File: src/rtl/gtkr_pkg.sv
// ----------------------------------------------------------------------------
// gtkr_pkg
// Shared constants, types and keyword table for the geometry type keyword
// recognizer.
// ----------------------------------------------------------------------------
package gtkr_pkg;

  localparam int MAX_TOKEN_CHARS = 20;
  localparam int NUM_BASE        = 8;
  localparam int NUM_KW          = 32;
  localparam int BASE_MAX        = 18;
  localparam int CODE_W          = 3;

  localparam logic [7:0] CHAR_SPACE = 8'h20;
  localparam logic [7:0] CHAR_Z     = 8'h5A;
  localparam logic [7:0] CHAR_M     = 8'h4D;
  localparam logic [7:0] CASE_DELTA = 8'h20;

  // suffix codes, keyword index = {type_code, suffix}
  localparam logic [1:0] SFX_NONE = 2'd0;
  localparam logic [1:0] SFX_Z    = 2'd1;
  localparam logic [1:0] SFX_M    = 2'd2;
  localparam logic [1:0] SFX_ZM   = 2'd3;

  // per-cycle control broadcast to every cell
  typedef struct packed {
    logic       wr;
    logic       clr;
    logic [7:0] chr;
  } gtkr_ctl_t;

  // fixed keyword column seen by one cell position
  typedef struct packed {
    logic [NUM_KW-1:0][7:0] chr;  // keyword byte at this position
    logic [NUM_KW-1:0]      has;  // keyword is longer than this position
    logic [NUM_KW-1:0]      fin;  // keyword ends at this position
  } gtkr_col_t;

  // base names indexed by type code, right-justified
  function automatic logic [8*BASE_MAX-1:0] base_str(int b);
    logic [8*BASE_MAX-1:0] s;
    case (b)
      0:       s = "GEOMETRY";
      1:       s = "POINT";
      2:       s = "LINESTRING";
      3:       s = "POLYGON";
      4:       s = "MULTIPOINT";
      5:       s = "MULTILINESTRING";
      6:       s = "MULTIPOLYGON";
      7:       s = "GEOMETRYCOLLECTION";
      default: s = '0;
    endcase
    return s;
  endfunction

  function automatic int base_len(int b);
    int n;
    case (b)
      0:       n = 8;
      1:       n = 5;
      2:       n = 10;
      3:       n = 7;
      4:       n = 10;
      5:       n = 15;
      6:       n = 12;
      7:       n = 18;
      default: n = 0;
    endcase
    return n;
  endfunction

  function automatic int kw_len(int k);
    int n;
    int s;
    n = base_len(k >> 2);
    s = k & 3;
    if (s == int'(SFX_ZM)) n = n + 2;
    else if (s != int'(SFX_NONE)) n = n + 1;
    return n;
  endfunction

  function automatic logic [7:0] kw_char(int k, int i);
    logic [8*BASE_MAX-1:0] s;
    logic [7:0]            c;
    int                    bl;
    int                    sfx;
    s   = base_str(k >> 2);
    bl  = base_len(k >> 2);
    sfx = k & 3;
    c   = '0;
    if (i < bl) begin
      c = s[8*(bl-1-i) +: 8];
    end else if (sfx == int'(SFX_Z)) begin
      c = CHAR_Z;
    end else if (sfx == int'(SFX_M)) begin
      c = CHAR_M;
    end else if (sfx == int'(SFX_ZM)) begin
      c = (i == bl) ? CHAR_Z : CHAR_M;
    end
    return c;
  endfunction

  function automatic gtkr_col_t gen_col(int i);
    gtkr_col_t col;
    for (int k = 0; k < NUM_KW; k++) begin
      col.chr[k] = kw_char(k, i);
      col.has[k] = (i < kw_len(k));
      col.fin[k] = (kw_len(k) == i + 1);
    end
    return col;
  endfunction

endpackage

File: src/rtl/geometry_type_keyword_recognizer_core.sv
// ----------------------------------------------------------------------------
// geometry_type_keyword_recognizer_core
// Trims and upper-cases a streamed type name and matches it against the 32
// geometry type keywords, one result word per string.
// ----------------------------------------------------------------------------
// channel  dir  fields (tdata from bit 0)                      notes
// s_axis   in   tdata[7:0] char_code, tlast = is_last          one byte a word
// m_axis   out  tdata[0] matched, [3:1] type_code,             one word per
//               [4] has_z, [5] has_m                           string
//
// One byte is taken every cycle while s_tready is high; the result of a
// string appears in the cycle after its last byte, from the output register.
// The chain of position cells compares each byte against all keywords in
// the cycle it arrives.
// Reset clears the fill flags and the trim state; no sweep is needed.
// s_tready drops only while a result waits and m_tready is low.
// ----------------------------------------------------------------------------
module geometry_type_keyword_recognizer_core (
  input  logic       clk,
  input  logic       rst,
  input  logic       s_tvalid,
  output logic       s_tready,
  input  logic [7:0] s_tdata,   // char_code
  input  logic       s_tlast,   // is_last
  output logic       m_tvalid,
  input  logic       m_tready,
  output logic [7:0] m_tdata    // matched, type_code[2:0], has_z, has_m
);
  import gtkr_pkg::*;

  logic              accept;
  logic              is_space;
  logic [7:0]        chr_fold;
  logic              pending;
  logic              invalid;
  logic              pending_next;
  logic              invalid_next;
  logic              full;
  logic              wr;
  gtkr_ctl_t         ctl;

  logic [MAX_TOKEN_CHARS-1:0]             cell_filled;
  logic [MAX_TOKEN_CHARS-1:0]             cell_filled_now;
  logic [MAX_TOKEN_CHARS-1:0][NUM_KW-1:0] cell_pfx;
  logic [MAX_TOKEN_CHARS-1:0][NUM_KW-1:0] cell_hit;
  logic [NUM_KW-1:0]                      hit_all;

  assign accept   = s_tvalid & s_tready;
  assign is_space = (s_tdata == CHAR_SPACE);
  assign chr_fold = (s_tdata inside {[8'h61:8'h7A]}) ? (s_tdata - CASE_DELTA) : s_tdata;
  assign full     = cell_filled[MAX_TOKEN_CHARS-1];

  always_comb begin
    pending_next = pending;
    invalid_next = invalid;
    wr           = 1'b0;
    if (accept) begin
      if (is_space) begin
        if (cell_filled[0]) pending_next = 1'b1;
      end else if (!invalid) begin
        if (pending || full) begin
          invalid_next = 1'b1;   // inner space or overlong token
        end else begin
          wr = 1'b1;
        end
      end
    end
  end

  assign ctl.wr  = wr;
  assign ctl.clr = accept & s_tlast;
  assign ctl.chr = chr_fold;

  always_ff @(posedge clk) begin
    if (rst || ctl.clr) begin
      pending <= 1'b0;
      invalid <= 1'b0;
    end else begin
      pending <= pending_next;
      invalid <= invalid_next;
    end
  end

  for (genvar g = 0; g < MAX_TOKEN_CHARS; g++) begin : g_cell
    localparam gtkr_col_t COL = gen_col(g);
    logic              prev_filled;
    logic [NUM_KW-1:0] prev_pfx;
    logic              next_filled_now;

    if (g == 0) begin : g_first
      assign prev_filled = 1'b1;
      assign prev_pfx    = '1;
    end else begin : g_inner
      assign prev_filled = cell_filled[g-1];
      assign prev_pfx    = cell_pfx[g-1];
    end

    if (g == MAX_TOKEN_CHARS-1) begin : g_last
      assign next_filled_now = 1'b0;
    end else begin : g_mid
      assign next_filled_now = cell_filled_now[g+1];
    end

    gtkr_cell u_cell (
      .clk             (clk),
      .rst             (rst),
      .ctl             (ctl),
      .col             (COL),
      .prev_filled     (prev_filled),
      .prev_pfx        (prev_pfx),
      .next_filled_now (next_filled_now),
      .filled          (cell_filled[g]),
      .pfx             (cell_pfx[g]),
      .filled_now      (cell_filled_now[g]),
      .hit             (cell_hit[g])
    );
  end

  always_comb begin
    hit_all = '0;
    for (int i = 0; i < MAX_TOKEN_CHARS; i++) begin
      hit_all = hit_all | cell_hit[i];
    end
  end

  gtkr_result u_result (
    .clk      (clk),
    .rst      (rst),
    .load     (ctl.clr),
    .invalid  (invalid_next),
    .hit      (hit_all),
    .free     (s_tready),
    .m_tvalid (m_tvalid),
    .m_tready (m_tready),
    .m_tdata  (m_tdata)
  );

endmodule

File: src/rtl/gtkr_cell.sv
// ----------------------------------------------------------------------------
// gtkr_cell
// One token position: stores whether it holds a byte and which keywords
// still match up to and including it; passes both to the next position.
// ----------------------------------------------------------------------------
module gtkr_cell (
  input  logic                      clk,
  input  logic                      rst,
  input  gtkr_pkg::gtkr_ctl_t       ctl,
  input  gtkr_pkg::gtkr_col_t       col,
  input  logic                      prev_filled,
  input  logic [gtkr_pkg::NUM_KW-1:0] prev_pfx,
  input  logic                      next_filled_now,
  output logic                      filled,
  output logic [gtkr_pkg::NUM_KW-1:0] pfx,
  output logic                      filled_now,
  output logic [gtkr_pkg::NUM_KW-1:0] hit
);
  import gtkr_pkg::*;

  logic              wr_here;
  logic              end_now;
  logic [NUM_KW-1:0] cmp;
  logic [NUM_KW-1:0] pfx_now;

  assign wr_here = ctl.wr & prev_filled & ~filled;

  always_comb begin
    for (int k = 0; k < NUM_KW; k++) begin
      cmp[k] = col.has[k] & (ctl.chr == col.chr[k]);
    end
  end

  assign filled_now = filled | wr_here;
  assign pfx_now    = wr_here ? (prev_pfx & cmp) : pfx;
  // last stored position once this word is taken in
  assign end_now    = filled_now & ~next_filled_now;
  assign hit        = pfx_now & col.fin & {NUM_KW{end_now}};

  always_ff @(posedge clk) begin
    if (rst || ctl.clr) begin
      filled <= 1'b0;
    end else begin
      filled <= filled_now;
    end
    pfx <= pfx_now;
  end

endmodule

File: src/rtl/gtkr_result.sv
// ----------------------------------------------------------------------------
// gtkr_result
// Encodes the keyword hit vector and holds the result word until the
// downstream side takes it.
// ----------------------------------------------------------------------------
module gtkr_result (
  input  logic                        clk,
  input  logic                        rst,
  input  logic                        load,
  input  logic                        invalid,
  input  logic [gtkr_pkg::NUM_KW-1:0] hit,
  output logic                        free,
  output logic                        m_tvalid,
  input  logic                        m_tready,
  output logic [7:0]                  m_tdata   // matched, type_code[2:0], has_z, has_m
);
  import gtkr_pkg::*;

  logic              matched_next;
  logic [CODE_W-1:0] code_next;
  logic [1:0]        sfx_next;
  logic [4:0]        kidx;

  always_comb begin
    code_next = '0;
    sfx_next  = SFX_NONE;
    kidx      = '0;
    // at most one keyword can hit
    for (int k = 0; k < NUM_KW; k++) begin
      kidx = 5'(k);
      if (hit[k]) begin
        code_next = code_next | kidx[4:2];
        sfx_next  = sfx_next | kidx[1:0];
      end
    end
    matched_next = ~invalid & (|hit);
    if (!matched_next) begin
      code_next = '0;
      sfx_next  = SFX_NONE;
    end
  end

  assign free = ~m_tvalid | m_tready;

  always_ff @(posedge clk) begin
    if (rst) begin
      m_tvalid <= 1'b0;
    end else if (load) begin
      m_tvalid <= 1'b1;
    end else if (m_tready) begin
      m_tvalid <= 1'b0;
    end
    if (load) begin
      m_tdata <= {2'b00, sfx_next[1], sfx_next[0], code_next, matched_next};
    end
  end

endmodule

File: config.mk
export PLATFORM = sky130hd
export DESIGN_NAME = geometry_type_keyword_recognizer_core
export DESIGN_NICKNAME = d
export VERILOG_FILES = /design/src/rtl/gtkr_pkg.sv /design/src/rtl/geometry_type_keyword_recognizer_core.sv /design/src/rtl/gtkr_cell.sv /design/src/rtl/gtkr_result.sv
export SDC_FILE = /design/constraint.sdc
export NUM_CORES = 1
export LEC_CHECK = 0
export ABC_CLOCK_PERIOD_IN_PS = 7900
export BUFFER_PORTS_ARGS = -buffer_cell sky130_fd_sc_hd__buf_4
export CAP_MARGIN = 10
export CORE_ASPECT_RATIO = 1.75
export CORE_MARGIN = 1
export CORE_UTILIZATION = 60
export DETAILED_ROUTE_END_ITERATION = 8
export PLACE_DENSITY = 0.78
export SYNTH_ARGS = -nofsm -noshare
export SYNTH_HDL_FRONTEND = slang
export SYNTH_SLANG_ARGS = --single-unit
File: constraint.sdc
create_clock -name clk -period 7.9 [get_ports clk]
set_input_delay 1.185 -clock clk [delete_from_list [all_inputs] [get_ports clk]]
set_output_delay 1.185 -clock clk [all_outputs]
set_load 0.02 [all_outputs]
Word level (Yosys, flattened, before mapping):

Cells that the tools add are included.

* reductions and logical operators: 6
* divide/modulo/power cells: 0
* multiply operators: 0
* bitwise logic cells: 165
* mux-type cells: 99
* magnitude comparators: 2
* $add $sub $neg: 1
* shift-type cells: 0
* equal/unequal tests: 18

Operators by type and width (count)
* 32-bit AND: 20
* 32-bit OR: 15
* 8-bit by 7-bit == test with 1-bit output (second input constant): 15
* 1-bit AND: 57
* 2-bit two-way mux: 24
* 3-bit two-way mux: 16
* 1-bit two-way mux: 42
* 1-bit inverter: 37
* 13-bit by 32-bit AND with 32-bit output: 1
* 15-bit by 32-bit AND with 32-bit output: 1
* 16-bit by 32-bit AND with 32-bit output: 1
* 17-bit by 32-bit AND with 32-bit output: 1
* 19-bit by 32-bit AND with 32-bit output: 1
* 21-bit by 32-bit AND with 32-bit output: 1
* 23-bit by 32-bit AND with 32-bit output: 1
* 24-bit by 32-bit AND with 32-bit output: 1
* 25-bit by 32-bit AND with 32-bit output: 1
* 27-bit by 32-bit AND with 32-bit output: 1
* 28-bit by 32-bit AND with 32-bit output: 1
* 29-bit by 32-bit AND with 32-bit output: 1
* 31-bit by 32-bit AND with 32-bit output: 1
* 5-bit by 32-bit AND with 32-bit output: 1
* 7-bit by 32-bit AND with 32-bit output: 1
* 32-bit two-way mux: 1
* 27 further kinds: 49

* output and inout port bits: 10
* RAM bits: 0
* bits in registers: 666
* logic and storage cells: 352
* memories kept: 0
* bits in read-only memories: 0
* bits in latches: 0

Longest topological paths before layout:

Gate-level depths: netlist of the first run.

* word-level depth: 60
* depth in mapped cells: 11
* depth with buffers taken out: 10

By module:

Synthesis of the first run repeated with hierarchy kept, for this count alone.

* cell total of the unflattened synthesis: 10873
* area, all modules: 94777.1 µm²

By module, submodules not included
* gtkr_cell: cells an instance 529, times used 20, area an instance 4638.2 µm²
* geometry_type_keyword_recognizer_core: cells an instance 255, times used 1, area an instance 1595.3 µm²
* gtkr_result: cells an instance 38, times used 1, area an instance 417.9 µm²

Worst setup path before layout of the first run:

OpenSTA, ideal clock, no wires.

* path kind: input to register
* from: input s_tdata[3]
* to: register u_result.m_tdata[4] (data pin)
* buffers on the path: 2
* stages: 10
* setup time: 0.279 ns
* arrival time: 3.082 ns
* slack: 4.539 ns
* path through: buf_6 or4_4 o211a_1 buf_6 nand2_8 inv_4 mux2_4 o21a_1 nor4_1 a41oi_1

* elaborated cells between the ends (all ways): 186
* those cells by class: 1 x add/sub; 2 x order compare; 7 x eq/ne; 47 x mux; 127 x bitwise; 2 x reduce/logical

RTL lines
* from (decl): RTL line geometry_type_keyword_recognizer_core.sv:23 `input logic [7:0] s_tdata,`
* branches (longest 6 deep; another with 8-bit by 7-bit >= comparator with 1-bit output)
* 16-bit two-way mux *: RTL line gtkr_cell.sv:35 `assign pfx_now = wr_here ? (prev_pfx & cmp) : pfx;`
* net g_cell[8].u_cell.pfx_now[1]: RTL line gtkr_cell.sv:24 `logic [NUM_KW-1:0] pfx_now;`
* 16-bit by 32-bit AND with 32-bit output *: RTL line gtkr_cell.sv:38 `assign hit = pfx_now & col.fin & {NUM_KW{end_now}};`
* 32-bit OR * (12 in series): RTL line geometry_type_keyword_recognizer_core.sv:122 `hit_all = hit_all | cell_hit[i];`
* 1-bit two-way mux: RTL line gtkr_result.sv:31 `if (hit[k]) begin`
* 2-bit two-way mux (2 in series): RTL line gtkr_result.sv:31
* 1-bit two-way mux: RTL line gtkr_result.sv:31
* [... 8 more ...]
* 1-bit two-way mux: RTL line gtkr_result.sv:31
* 2-bit two-way mux (2 in series): RTL line gtkr_result.sv:31
* 1-bit two-way mux: RTL line gtkr_result.sv:31
* 2-bit two-way mux (2 in series): RTL line gtkr_result.sv:31
* 1-bit two-way mux: RTL line gtkr_result.sv:31
* 2-bit two-way mux (2 in series): RTL line gtkr_result.sv:31
* 1-bit two-way mux: RTL line gtkr_result.sv:31
* 2-bit two-way mux (2 in series): RTL line gtkr_result.sv:31
* to (signal assigned): RTL line gtkr_result.sv:54 `m_tdata <= {2'b00, sfx_next[1], sfx_next[0], code_next, matched_next};`
* to (decl): RTL line gtkr_result.sv:15 `output logic [7:0] m_tdata`

Mark *: on every way through the listed nets, which the timed path passes. The select of a mux whose other input is x is not followed.
A chain may end at the register's enable or synchronous reset.

Final worst setup path of the first run:

* from: input s_tdata[6]
* to: register u_result.m_tdata[4] (data pin)

Same word-level chain as after synthesis.

==> run_results.csv, run 1 <==
group,metric,value,unit
cells_and_area,syn2layout_area_growth,13.0,%
timing,relSlewSlack,15.7,%
place,dpl.hpwl,10200,microns
pwr,vdd_ir_drop_max,0.202,mV
clocking,clock_sinks,132,
yosys,ys_ff_latch,132,
hold_path,hold_end,"g_cell[5].u_cell.pfx[5]",
timing,setup_viol,0,
timing,setup_tns,0,ps
timing,grt_setup_unrepaired,"false",
timing,worst_slew_pin_slew,1260,ps
clocking,cts_root_buf,"clkbuf_16",
clocking,postCtsSetupBuffers,0,
place,placement.cell_area,6220,sq um
clocking,clk_pin_slew_worst_paths,60,ps
cells_and_area,multiInputGateArea,2370,sq um
pwr,cellLeakagePower,2.52,nW
critical_path,worst_ep_required_time,8030,ps
timing,fmaxAchievable,0.251,GHz
detailed_routing,wl_per_cell,20.0,microns
clocking,ctsResizeCount,0,
timing,min_period_over_period,50.4,%
yosys,netlist_top_cells_count,"edfxtp_1 (77), nand2_1 (67), dfxtp_1 (55), and2_1 (51), nor2_1 (49)",
critical_path,path_class,"input pin to flip-flop",
hold_path,hold_class,"flip-flop to flip-flop",
detailed_routing,dr.pass1.iters,6,
cells_and_area,drive_gt1_share,13.1,%
critical_path,reg2reg_from,"g_cell[19].u_cell.filled",
yosys,yosysWarnings,0,
grt,gr-usage-all-layers,30.4,%
timing,finalHoldViolCount,0,
detailed_routing,wirelength,14700,microns
grt,antenna_found_initial,0,
job,maxCapViolations,0,
outcome,outcome,"finished clean",
cells_and_area,final_area,6800,sq um
cells_and_area,nets,612,
yosys,yosysSeqAreaShare,56.7,%
critical_path,critPathSlowestCell,"o211a_2",
grt,grt_overflow,0,
critical_path,critPathCaptureType,"flip-flop",
detailed_routing,vias,4623,
die,initial_utilization,61.5,%
critical_path,worstPathArrival,4110,ps
die,dieHeight,135,microns
critical_path,r2r_setup_slack,4390,ps
yosys,synthCells,583,
grt,grt_max_degree,41,
critical_path,slowest_delay,780,ps
clocking,numCtsBuffers,17,
yosys,async_flop_share,0,%
clocking,cts_buffer_depth,2,
detailed_routing,drc,0,
clocking,cts_hold_buf,0,
critical_path,rr_worst_depth,9,
timing,fin_ws,3920,ps
critical_path,crit_path_start_kind,"input pin",
cells_and_area,fill_cells,751,
yosys,ys_types,70,
critical_path,crit_path_cell_trace,"buf_4 > inv_1 > ha_1 > or3b_1 > o211a_2 > buf_4 > nand2_8 > inv_4 > mux2_4 > o21a_1 > nor4_1 > a41oi_1",
cells_and_area,finish.utilization,69.5,%
detailed_routing,detail-route-antenna-nets,0,
cells_and_area,seq_area,3410,sq um
hold_path,worstHoldPathCells,2,
grt,grt_pass1_wl,23200,microns
die,io_pins,23,
grt,grt_pass1_vias,4564,
yosys,avgSynthCellArea,10.3,sq um
pwr,cellPowerDensity,230,nW/um^2
clocking,clock_latency,420,ps
critical_path,path_max_fanout,40,
critical_path,r2r_end,"u_result.m_tdata[4]",
clocking,cts_htree_levels,4,
yosys,synth_edf_count,77,
die,rows,48,
place,portBuffers,20,
place,gp_congestion,0.879,
timing,final_max_slew_viol_count,0,
hold_path,hp-start,"g_cell[5].u_cell.pfx[5]",
yosys,synth_area,6020,sq um
cells_and_area,num_antenna_cells,0,
detailed_routing,vias_per_cell,6.29,
timing,fin_crit,3980,ps
yosys,yosys.area.top_type,"edfxtp_1",
place,pre_cts_ws,3530,ps
clocking,cts_tree,"built",
yosys,yosysTopAreaCellShare,38.4,%
die,die_w,77.7,microns
pwr,p_total,1.57,mW
detailed_routing,drtIter0Drc,426,
timing,finClkSkew,6.05,ps
yosys,ys_top_cells_by_area,"edfxtp_1 (38%), dfxtp_1 (18%), and2_1 (5.3%)",
die,coreArea,9790,sq um
yosys,synth.most_common_cell,"edfxtp_1",
die,die_area,10500,sq um
critical_path,cp_common_cell,"buf_4",
yosys,synthFlopType,"edfxtp_1",
report_power, final:
part | internal (mW) | switching, mW
clock network | 0.501 | 0.286
logic | 0.0133 | 0.0365
registers | 0.727 | 0.00289
total | 1.24 | 0.326
registers in the layout, summed over array words and instances (netlist names):
name,cells
invalid,1
g_cell.u_cell.pfx,103
u_result.m_tvalid,1
pending,1
g_cell.u_cell.filled,20
u_result.m_tdata,6
cells by family after synthesis:
family                     after synthesis  share of synthesized area (%)
AOI/OAI and AO/OA                       92                           9.56
adders and majority gates                2                          0.415
buffers and inverters                   52                           4.05
DFF                                    132                           56.7
muxes                                    5                          0.976
other                                    1                         0.0623
and+or+nand+nor                        299                           28.3
worst max path at each step:
stage / end / depth (start not counted) / slack [ps] / start
5_1_grt: u_result.m_tdata[4] / 12 / 3750 / s_tdata[6]
2_1_floorplan: u_result.m_tdata[4] / 10 / 4540 / s_tdata[3]
3_5_place_dp: u_result.m_tdata[4] / 12 / 3530 / s_tdata[6]
4_1_cts: u_result.m_tdata[4] / 12 / 3970 / s_tdata[6]
3_3_place_gp: u_result.m_tdata[4] / 12 / 3580 / s_tdata[6]
6_report: u_result.m_tdata[4] / 12 / 3920 / s_tdata[6]
placed cells by master (no fill, tap or decap), drive strengths merged, types with 3 or more instances in the layout:
master  netlist  routed
clkinv        0       5
and2         51      51
a41oi         3       3
nand3b        4       4
nor4         14      14
a21oi        39      39
clkbuf       13      22
a22oi         3       3
or3b          4       4
nand2        68      68
edfxtp       77      77
nand3        22      22
dfxtp        55      55
nor3         10      10
a31oi         3       3
buf          19      26
inv          20      20
nor2         49      49
nor3b         5       5
a211oi        3       3
nor2b        13      13
mux2          4       4
bufinv        0       3
nand4        13      13
or2           3       3
nand4b        5       5
nor4b         4       4
and3         15      15
nand2b       12      12
o21ai        22      22
layer usage:
metal	GRT usage [%]	wire length, microns	vias to the layer above
met5	0	0	-
met4	17.6	658	0
met3	7.57	872	60
met2	52.7	7690	218
met1	33.4	5480	2241
li1	-	-	2104
critical path, delay by kind of cell:
kind | cells | cell delay [ps]
and+or+nand+nor | 3 | 570
buffers and inverters | 4 | 720
AOI/OAI and AO/OA | 3 | 1120
adders and majority gates | 1 | 170
muxes | 1 | 320
final cells by class:
cell class | count | share of cell area [%]
Timing Repair Buffer | 26 | 2.87
Clock buffer | 22 | 6.68
Multi-Input combinational cell | 400 | 34.9
Clock inverter | 10 | 1.95
Inverter | 20 | 1.14
Tap cell | 125 | 2.30
Sequential cell | 132 | 50.2
metrics by stage:
step | hold slack (ps) | cells
final | 446 | 735
after CTS | 446 | 735
after global placement | 425 | 703
after global routing | 464 | 735
after floorplan | 416 | 584
after detailed placement | 439 | 703
Note: power is estimated with default switching activity, not from simulation.
==> run 2: changes to the inputs <==
--- a/config.mk
+++ b/config.mk
@@ -5,14 +5,15 @@
 export SDC_FILE = /design/constraint.sdc
 export NUM_CORES = 1
 export LEC_CHECK = 0
-export ABC_CLOCK_PERIOD_IN_PS = 7900
+export ABC_AREA = 1
+export ABC_CLOCK_PERIOD_IN_PS = 3300
 export BUFFER_PORTS_ARGS = -buffer_cell sky130_fd_sc_hd__buf_4
 export CAP_MARGIN = 10
 export CORE_ASPECT_RATIO = 1.75
 export CORE_MARGIN = 1
-export CORE_UTILIZATION = 60
+export CORE_UTILIZATION = 55
 export DETAILED_ROUTE_END_ITERATION = 8
-export PLACE_DENSITY = 0.78
+export PLACE_DENSITY = 0.75
 export SYNTH_ARGS = -nofsm -noshare
 export SYNTH_HDL_FRONTEND = slang
 export SYNTH_SLANG_ARGS = --single-unit
==> constraint.sdc (replaced) <==
create_clock -name clk -period 3.3 [get_ports clk]
set_input_delay 0.495 -clock clk [delete_from_list [all_inputs] [get_ports clk]]
set_output_delay 0.495 -clock clk [all_outputs]
set_load 0.02 [all_outputs]
==> run 2 against run 1 <==
Combinational power rose to 2.8 times the previous value. Design area up 1.0%. Clock skew down 1.3 ps. Global-route usage down 3.1 points. Cell count up 15%. Setup slack worse by 3400 ps. Synthesized area down 1.7%. Non-clock buffer count up 10. Synthesized cell count up 13%.
==> run_results.csv, run 2 <==
group,metric,value,unit
yosys,synth.most_common_cell,"nor2_1",
timing,setup_tns,0,ps
die,dieHeight,139,microns
grt,grt_max_degree,23,
yosys,netlist_top_cells_count,"nor2_1 (138), inv_1 (127), nand2_1 (109), edfxtp_1 (77), dfxtp_1 (55)",
cells_and_area,drive_gt1_share,17.2,%
hold_path,hold_class,"input pin to flip-flop",
critical_path,r2r_setup_slack,540,ps
cells_and_area,layout_commonest_cell,"nor2_1",
clocking,cts_tree,"built",
timing,worst_slew_pin_slew,870,ps
pwr,p_switching,0.832,mW
critical_path,r2r_end,"u_result.m_tdata[1]",
cells_and_area,fill_cells,832,
yosys,yosysSeqAreaShare,57.6,%
yosys,yosysTopAreaCellShare,39.0,%
clocking,clock_sinks,132,
pwr,pwr-share-comb,3.7,%
yosys,synth_top_family_by_area,"simple AND/OR/NAND/NOR gates",
critical_path,reg2reg_from,"g_cell[19].u_cell.filled",
cells_and_area,num_antenna_cells,0,
grt,gr-usage-all-layers,27.3,%
yosys,ys_ff_latch,132,
detailed_routing,wl_per_cell,15.9,microns
die,rows,49,
pwr,cellLeakagePower,3.02,nW
yosys,ys_types,38,
grt,grt_pass1_wl,22200,microns
outcome,outcome,"finished clean",
clocking,ctsResizeCount,0,
yosys,synthFlopType,"edfxtp_1",
clocking,cts_htree_levels,4,
critical_path,endpoint,"u_result.m_tdata[1]",
pwr,vdd_ir_drop_max,0.418,mV
cells_and_area,largest_reg_flops,103,
grt,grt_overflow,0,
timing,fmaxAchievable,0.363,GHz
pwr,clkPwrFrac,49.4,%
timing,final_max_slew_viol_count,0,
place,portBuffers,20,
yosys,yosys.area_share.adder,0.423,%
yosys,async_flop_share,0,%
detailed_routing,drtIter0Drc,209,
die,coreArea,10400,sq um
timing,finalHoldViolCount,0,
yosys,yosys.area.top_type,"edfxtp_1",
place,dpl.hpwl,10100,microns
critical_path,worst_ep_required_time,3470,ps
yosys,avgSynthCellArea,8.99,sq um
timing,grt_setup_unrepaired,"false",
yosys,synth_area,5920,sq um
yosys,synth_compound_area_share,6.11,%
timing,finClkSkew,4.76,ps
pwr,p_sw_share,22.2,%
clocking,postCtsSetupBuffers,0,
critical_path,critPathCaptureType,"flip-flop",
die,die_area,11200,sq um
timing,fin_crit,2760,ps
yosys,yosys.area_share.xor_xnor,0,%
detailed_routing,detail-route-antenna-nets,0,
critical_path,startpoint,"g_cell[19].u_cell.filled",
job,maxCapViolations,0,
clocking,clock_latency,420,ps
pwr,cellPowerDensity,545,nW/um^2
die,io_pins,23,
critical_path,crit_path_start_kind,"flip-flop",
timing,relSlewSlack,41.8,%
cells_and_area,top_register,"g_cell.u_cell.pfx",
cells_and_area,reg_top3,"g_cell.u_cell.pfx: 103 flops, g_cell.u_cell.filled: 20 flops, u_result.m_tdata: 6 flops",
critical_path,slowest_delay,520,ps
cells_and_area,final_area,6870,sq um
yosys,yosysWarnings,0,
detailed_routing,vias_per_cell,5.25,
clocking,cts_buffer_depth,2,
critical_path,worstPathArrival,2930,ps
detailed_routing,drc,0,
yosys,synthMuxAreaShare,0,%
die,die_w,80.4,microns
timing,min_period_over_period,83.6,%
critical_path,critPathSlowestCell,"nor3_4",
cells_and_area,syn2layout_area_growth,16.1,%
yosys,ys_top_cells_by_area,"edfxtp_1 (39%), dfxtp_1 (19%), nor2_1 (8.7%)",
clocking,numCtsBuffers,17,
critical_path,rr_worst_depth,12,
clocking,cts_root_buf,"clkbuf_16",
critical_path,path_max_fanout,16,
timing,setup_viol,0,
cells_and_area,final_cell_mix,"nor2_1 (138), inv_1 (127), nand2_1 (109)",
yosys,synth_edf_count,77,
critical_path,crit_path_cell_trace,"nor3_4 > nand3_4 > nor3_4 > o21ai_0 > nand3_1 > nand2_1 > nor2_1 > nand2_1 > nor2_1 > nand2_2 > nand2_4 > nor2_2",
yosys,yosys.area_share.simple,26.3,%
grt,antenna_found_initial,0,
critical_path,path_class,"flip-flop to flip-flop",
clocking,cts_hold_buf,0,
hold_path,hp-start,"rst",
detailed_routing,dr.pass1.iters,5,
pwr,p_seq_share,47.0,%
die,initial_utilization,57.2,%
yosys,synthCells,659,
pwr,intPower,2.92,mW
detailed_routing,vias,4438,
place,gp_congestion,0.977,
detailed_routing,wirelength,13400,microns
grt,grt_pass1_vias,4721,
place,placement.cell_area,6290,sq um
clocking,clk_pin_slew_worst_paths,60,ps
cells_and_area,nets,721,
## run 2: cell types whose count changed after synthesis, sizes merged, moves of 12 or more
| cell | previous run | this run |
|---|---|---|
| nand2 | 68 | 115 |
| and3 | 15 | 1 |
| and2 | 51 | 8 |
| nor4 | 14 | 0 |
| nand2b | 12 | 0 |
| buf | 19 | 7 |
| o21ai | 22 | 45 |
| nor2b | 13 | 0 |
| inv | 20 | 131 |
| a21oi | 39 | 7 |
| nor2 | 49 | 148 |
## run 2: through the flow
stage	hold WS (ps)	power, mW	util [%]	std cells	worst slack, ps
2_1_floorplan	422	1.89	-	660	756
3_3_place_gp	430	1.92	60.7	814	371
3_5_place_dp	435	1.93	60.7	814	236
4_1_cts	332	3.75	66.3	846	563
5_1_grt	341	3.84	66.3	846	316
6_report	330	3.75	66.3	846	542
## run 2: layer usage
layer,part of all wire [%],GRT usage [%],vias to the layer above
met5,0,0,-
met4,4.7,16.1,0
met3,4.2,6.03,40
met2,57,49.7,132
met1,34,27.2,2109
li1,-,-,2157
## run 2: logic make-up (layout without fill, tap and decap cells)
family	Yosys count	count (layout)
AOI/OAI and AO/OA	57	57
adders and majority gates	2	2
buffers and inverters	140	199
DFF	132	132
other	1	2
and+or+nand+nor	327	327
## run 2: power groups by stage
stage                     Combinational [mW]  Sequential (mW)  Clock (mW)
after floorplan                       0.0917             1.80           0
after global placement                 0.131             1.79           0
after detailed placement               0.136             1.79           0
after CTS                              0.137             1.76        1.86
after global routing                   0.151             1.76        1.93
final                                  0.137             1.76        1.85
## run 2: cell type report
class,instances,area (sq um),area share (%)
inverters,131,492,7.15
clock inverters,14,155,2.26
clock buffers,18,429,6.24
well taps,127,159,2.31
repair buffers,36,270,3.93
multi-input cells,388,1950,28.4
flip-flops and latches,132,3410,49.7
## run 2: critical path, delay by kind of cell, from the launching register on
| kind | cells | cell delay, ps |
|---|---|---|
| AO/OA/AOI/OAI | 1 | 260 |
| flip-flops | 1 | 360 |
| AND/OR/NAND/NOR | 11 | 1870 |
## run 2: how the worst min path moves through the flow
| stage | depth (start not counted) | slack [ps] | to |
|---|---|---|---|
| final | 4 | 330 | u_result.m_tvalid |
| after global routing | 4 | 340 | u_result.m_tvalid |
| after CTS | 4 | 330 | u_result.m_tvalid |
| after detailed placement | 2 | 440 | g_cell[6].u_cell.pfx[7] |
| after global placement | 2 | 430 | g_cell[12].u_cell.pfx[26] |
| after floorplan | 2 | 420 | g_cell[10].u_cell.pfx[18] |
==> run 3: changes to the inputs <==
--- a/config.mk
+++ b/config.mk
@@ -6,7 +6,7 @@
 export NUM_CORES = 1
 export LEC_CHECK = 0
 export ABC_AREA = 1
-export ABC_CLOCK_PERIOD_IN_PS = 3300
+export ABC_CLOCK_PERIOD_IN_PS = 2500
 export BUFFER_PORTS_ARGS = -buffer_cell sky130_fd_sc_hd__buf_4
 export CAP_MARGIN = 10
 export CORE_ASPECT_RATIO = 1.75
==> constraint.sdc (replaced) <==
create_clock -name clk -period 2.5 [get_ports clk]
set_input_delay 0.375 -clock clk [delete_from_list [all_inputs] [get_ports clk]]
set_output_delay 0.375 -clock clk [all_outputs]
set_load 0.02 [all_outputs]
==> run 3 against run 2 <==
Register-to-register slack worse by 490 ps. Sequential cell count unchanged. Total power up 36%. Die area unchanged. Via count up 7.6%. Cell count up 9.2%. Design area up 11%. Clock-buffer cell count down 1. Sequential power up 32%. Critical endpoint is now u_result.m_tdata[3].
==> run_results.csv, run 3 (synthesized netlist as in run 2, its figures left out) <==
group,metric,value,unit
grt,grt_overflow,0,
clocking,clk_pin_slew_worst_paths,60,ps
detailed_routing,drtIter0Drc,265,
cells_and_area,layout_commonest_cell,"nor2_1",
detailed_routing,wirelength,14600,microns
grt,grt_use_met2,50.5,%
cells_and_area,largest_reg_flops,103,
clocking,cts_buffer_depth,2,
cells_and_area,finish.utilization,73.6,%
pwr,p_total,5.08,mW
timing,fin_crit,2450,ps
die,io_pins,23,
cells_and_area,layout.cells.non_filler,924,
grt,grt.busiest_layer,"met2",
timing,setup_tns,0,ps
critical_path,crit_path_start_kind,"flip-flop",
clocking,cts_hold_buf,0,
cells_and_area,top_register,"g_cell.u_cell.pfx",
place,placed_cells,880,
grt,grt_pass1_vias,4911,
die,rows,49,
place,placement.cell_area,6810,sq um
die,dieHeight,139,microns
cells_and_area,num_antenna_cells,0,
timing,fin_ws,51.4,ps
outcome,outcome,"finished clean",
cells_and_area,reg_top3,"g_cell.u_cell.pfx: 103 flops, g_cell.u_cell.filled: 20 flops, u_result.m_tdata: 6 flops",
place,pre_cts_ws,-201,ps
critical_path,r2r_setup_slack,50,ps
clocking,clock_latency,420,ps
timing,min_period_over_period,97.9,%
timing,grt_setup_unrepaired,"true",
timing,hold_ws,214,ps
detailed_routing,dr.pass1.iters,5,
detailed_routing,detail-route-antenna-nets,0,
critical_path,worst_ep_required_time,2670,ps
die,die_w,80.4,microns
pwr,cellLeakagePower,3.44,nW
cells_and_area,drive_gt1_share,27.6,%
clocking,cts_root_buf,"clkbuf_16",
detailed_routing,vias,4777,
cells_and_area,final_area,7630,sq um
cells_and_area,final_cell_mix,"nor2_1 (134), inv_1 (125), buf_4 (107)",
cells_and_area,fill_cells,694,
detailed_routing,vias_per_cell,5.17,
hold_path,hold_class,"input pin to flip-flop",
cells_and_area,nets,799,
detailed_routing,drc,0,
detailed_routing,wl_per_cell,15.8,microns
grt,grt_pass1_wl,22900,microns
timing,worst_slew_pin_slew,498,ps
critical_path,worstPathArrival,2620,ps
timing,final_max_slew_viol_count,0,
grt,antenna_found_initial,0,
critical_path,path_class,"flip-flop to flip-flop",
die,die_area,11200,sq um
timing,relSlewSlack,66.6,%
grt,gr-usage-all-layers,27.8,%
cells_and_area,syn2layout_area_growth,28.8,%
clocking,cts_htree_levels,4,
timing,finClkSkew,6.87,ps
grt,grt_use_met1,28.4,%
timing,setup_viol,0,
timing,finalHoldViolCount,0,
place,portBuffers,20,
place,dpl.hpwl,10500,microns
job,maxCapViolations,0,
critical_path,critPathCaptureType,"flip-flop",
grt,met3_usage,6.23,%
pwr,vdd_ir_drop_max,0.641,mV
grt,grt_max_degree,23,
clocking,numCtsBuffers,17,
die,coreArea,10400,sq um
clocking,cts_tree,"built",
die,initial_utilization,57.2,%
timing,fmaxAchievable,0.408,GHz
clocking,clock_sinks,132,
pwr,cellPowerDensity,666,nW/um^2
place,gp_congestion,0.880,
critical_path,path_max_fanout,10,
## run 3: cell type report
cell class	instances	area, sq um	share of cell area (%)
well taps	127	159	2.08
clock buffers	17	425	5.58
repair buffers	114	927	12.2
clock inverters	15	168	2.20
multi-input cells	388	2040	26.8
flip-flops and latches	132	3410	44.8
inverters	131	492	6.45
## run 3: worst max-delay path, stage by stage, from the launching register on
cell and delay [ps]:
dfxtp_2 320, inv_2 50, nor2_2 40, nor2_4 210, nand3_4 150, buf_4 180
clkbuf_16 160, o31ai_4 170, o21ai_2 80, nand2_1 110, nand2_1 130, nor2_1 140
nand2_1 80, nor2_1 130, nand2_2 80, nand2_4 110, nor2_2 40
## run 3: power by group
part | switching (mW) | internal [mW] | total, mW
Sequential | 0.0119 | 2.31 | 2.32
Combinational | 0.143 | 0.110 | 0.253
Clock | 1.01 | 1.49 | 2.50
## run 3: layer usage
metal / routed length (microns) / up-vias / share of wire, %
met2: 8120 / 138 / 56
met4: 691 / 0 / 4.7
met3: 483 / 48 / 3.3
met5: 0 / - / 0
li1: - / 2328 / -
met1: 5310 / 2263 / 36
## run 3: path summary, 6_finish.rpt
| check | start | end | depth (start not counted) |
|---|---|---|---|
| setup / recovery | u_result.m_tvalid | u_result.m_tdata[3] | 16 |
| hold / removal | rst | u_result.m_tvalid | 4 |
| setup reg to reg | u_result.m_tvalid | u_result.m_tdata[3] | 16 |
| hold reg to reg | g_cell[19].u_cell.pfx[31] | g_cell[19].u_cell.pfx[31] | 2 |
## run 3: repair_timing
action | CTS | global route
pin swaps | 0 | 14
setup endpoints to repair | 6 | 6
resized for setup | 2 | 28
setup buffers | 0 | 10
cloned | 0 | 2
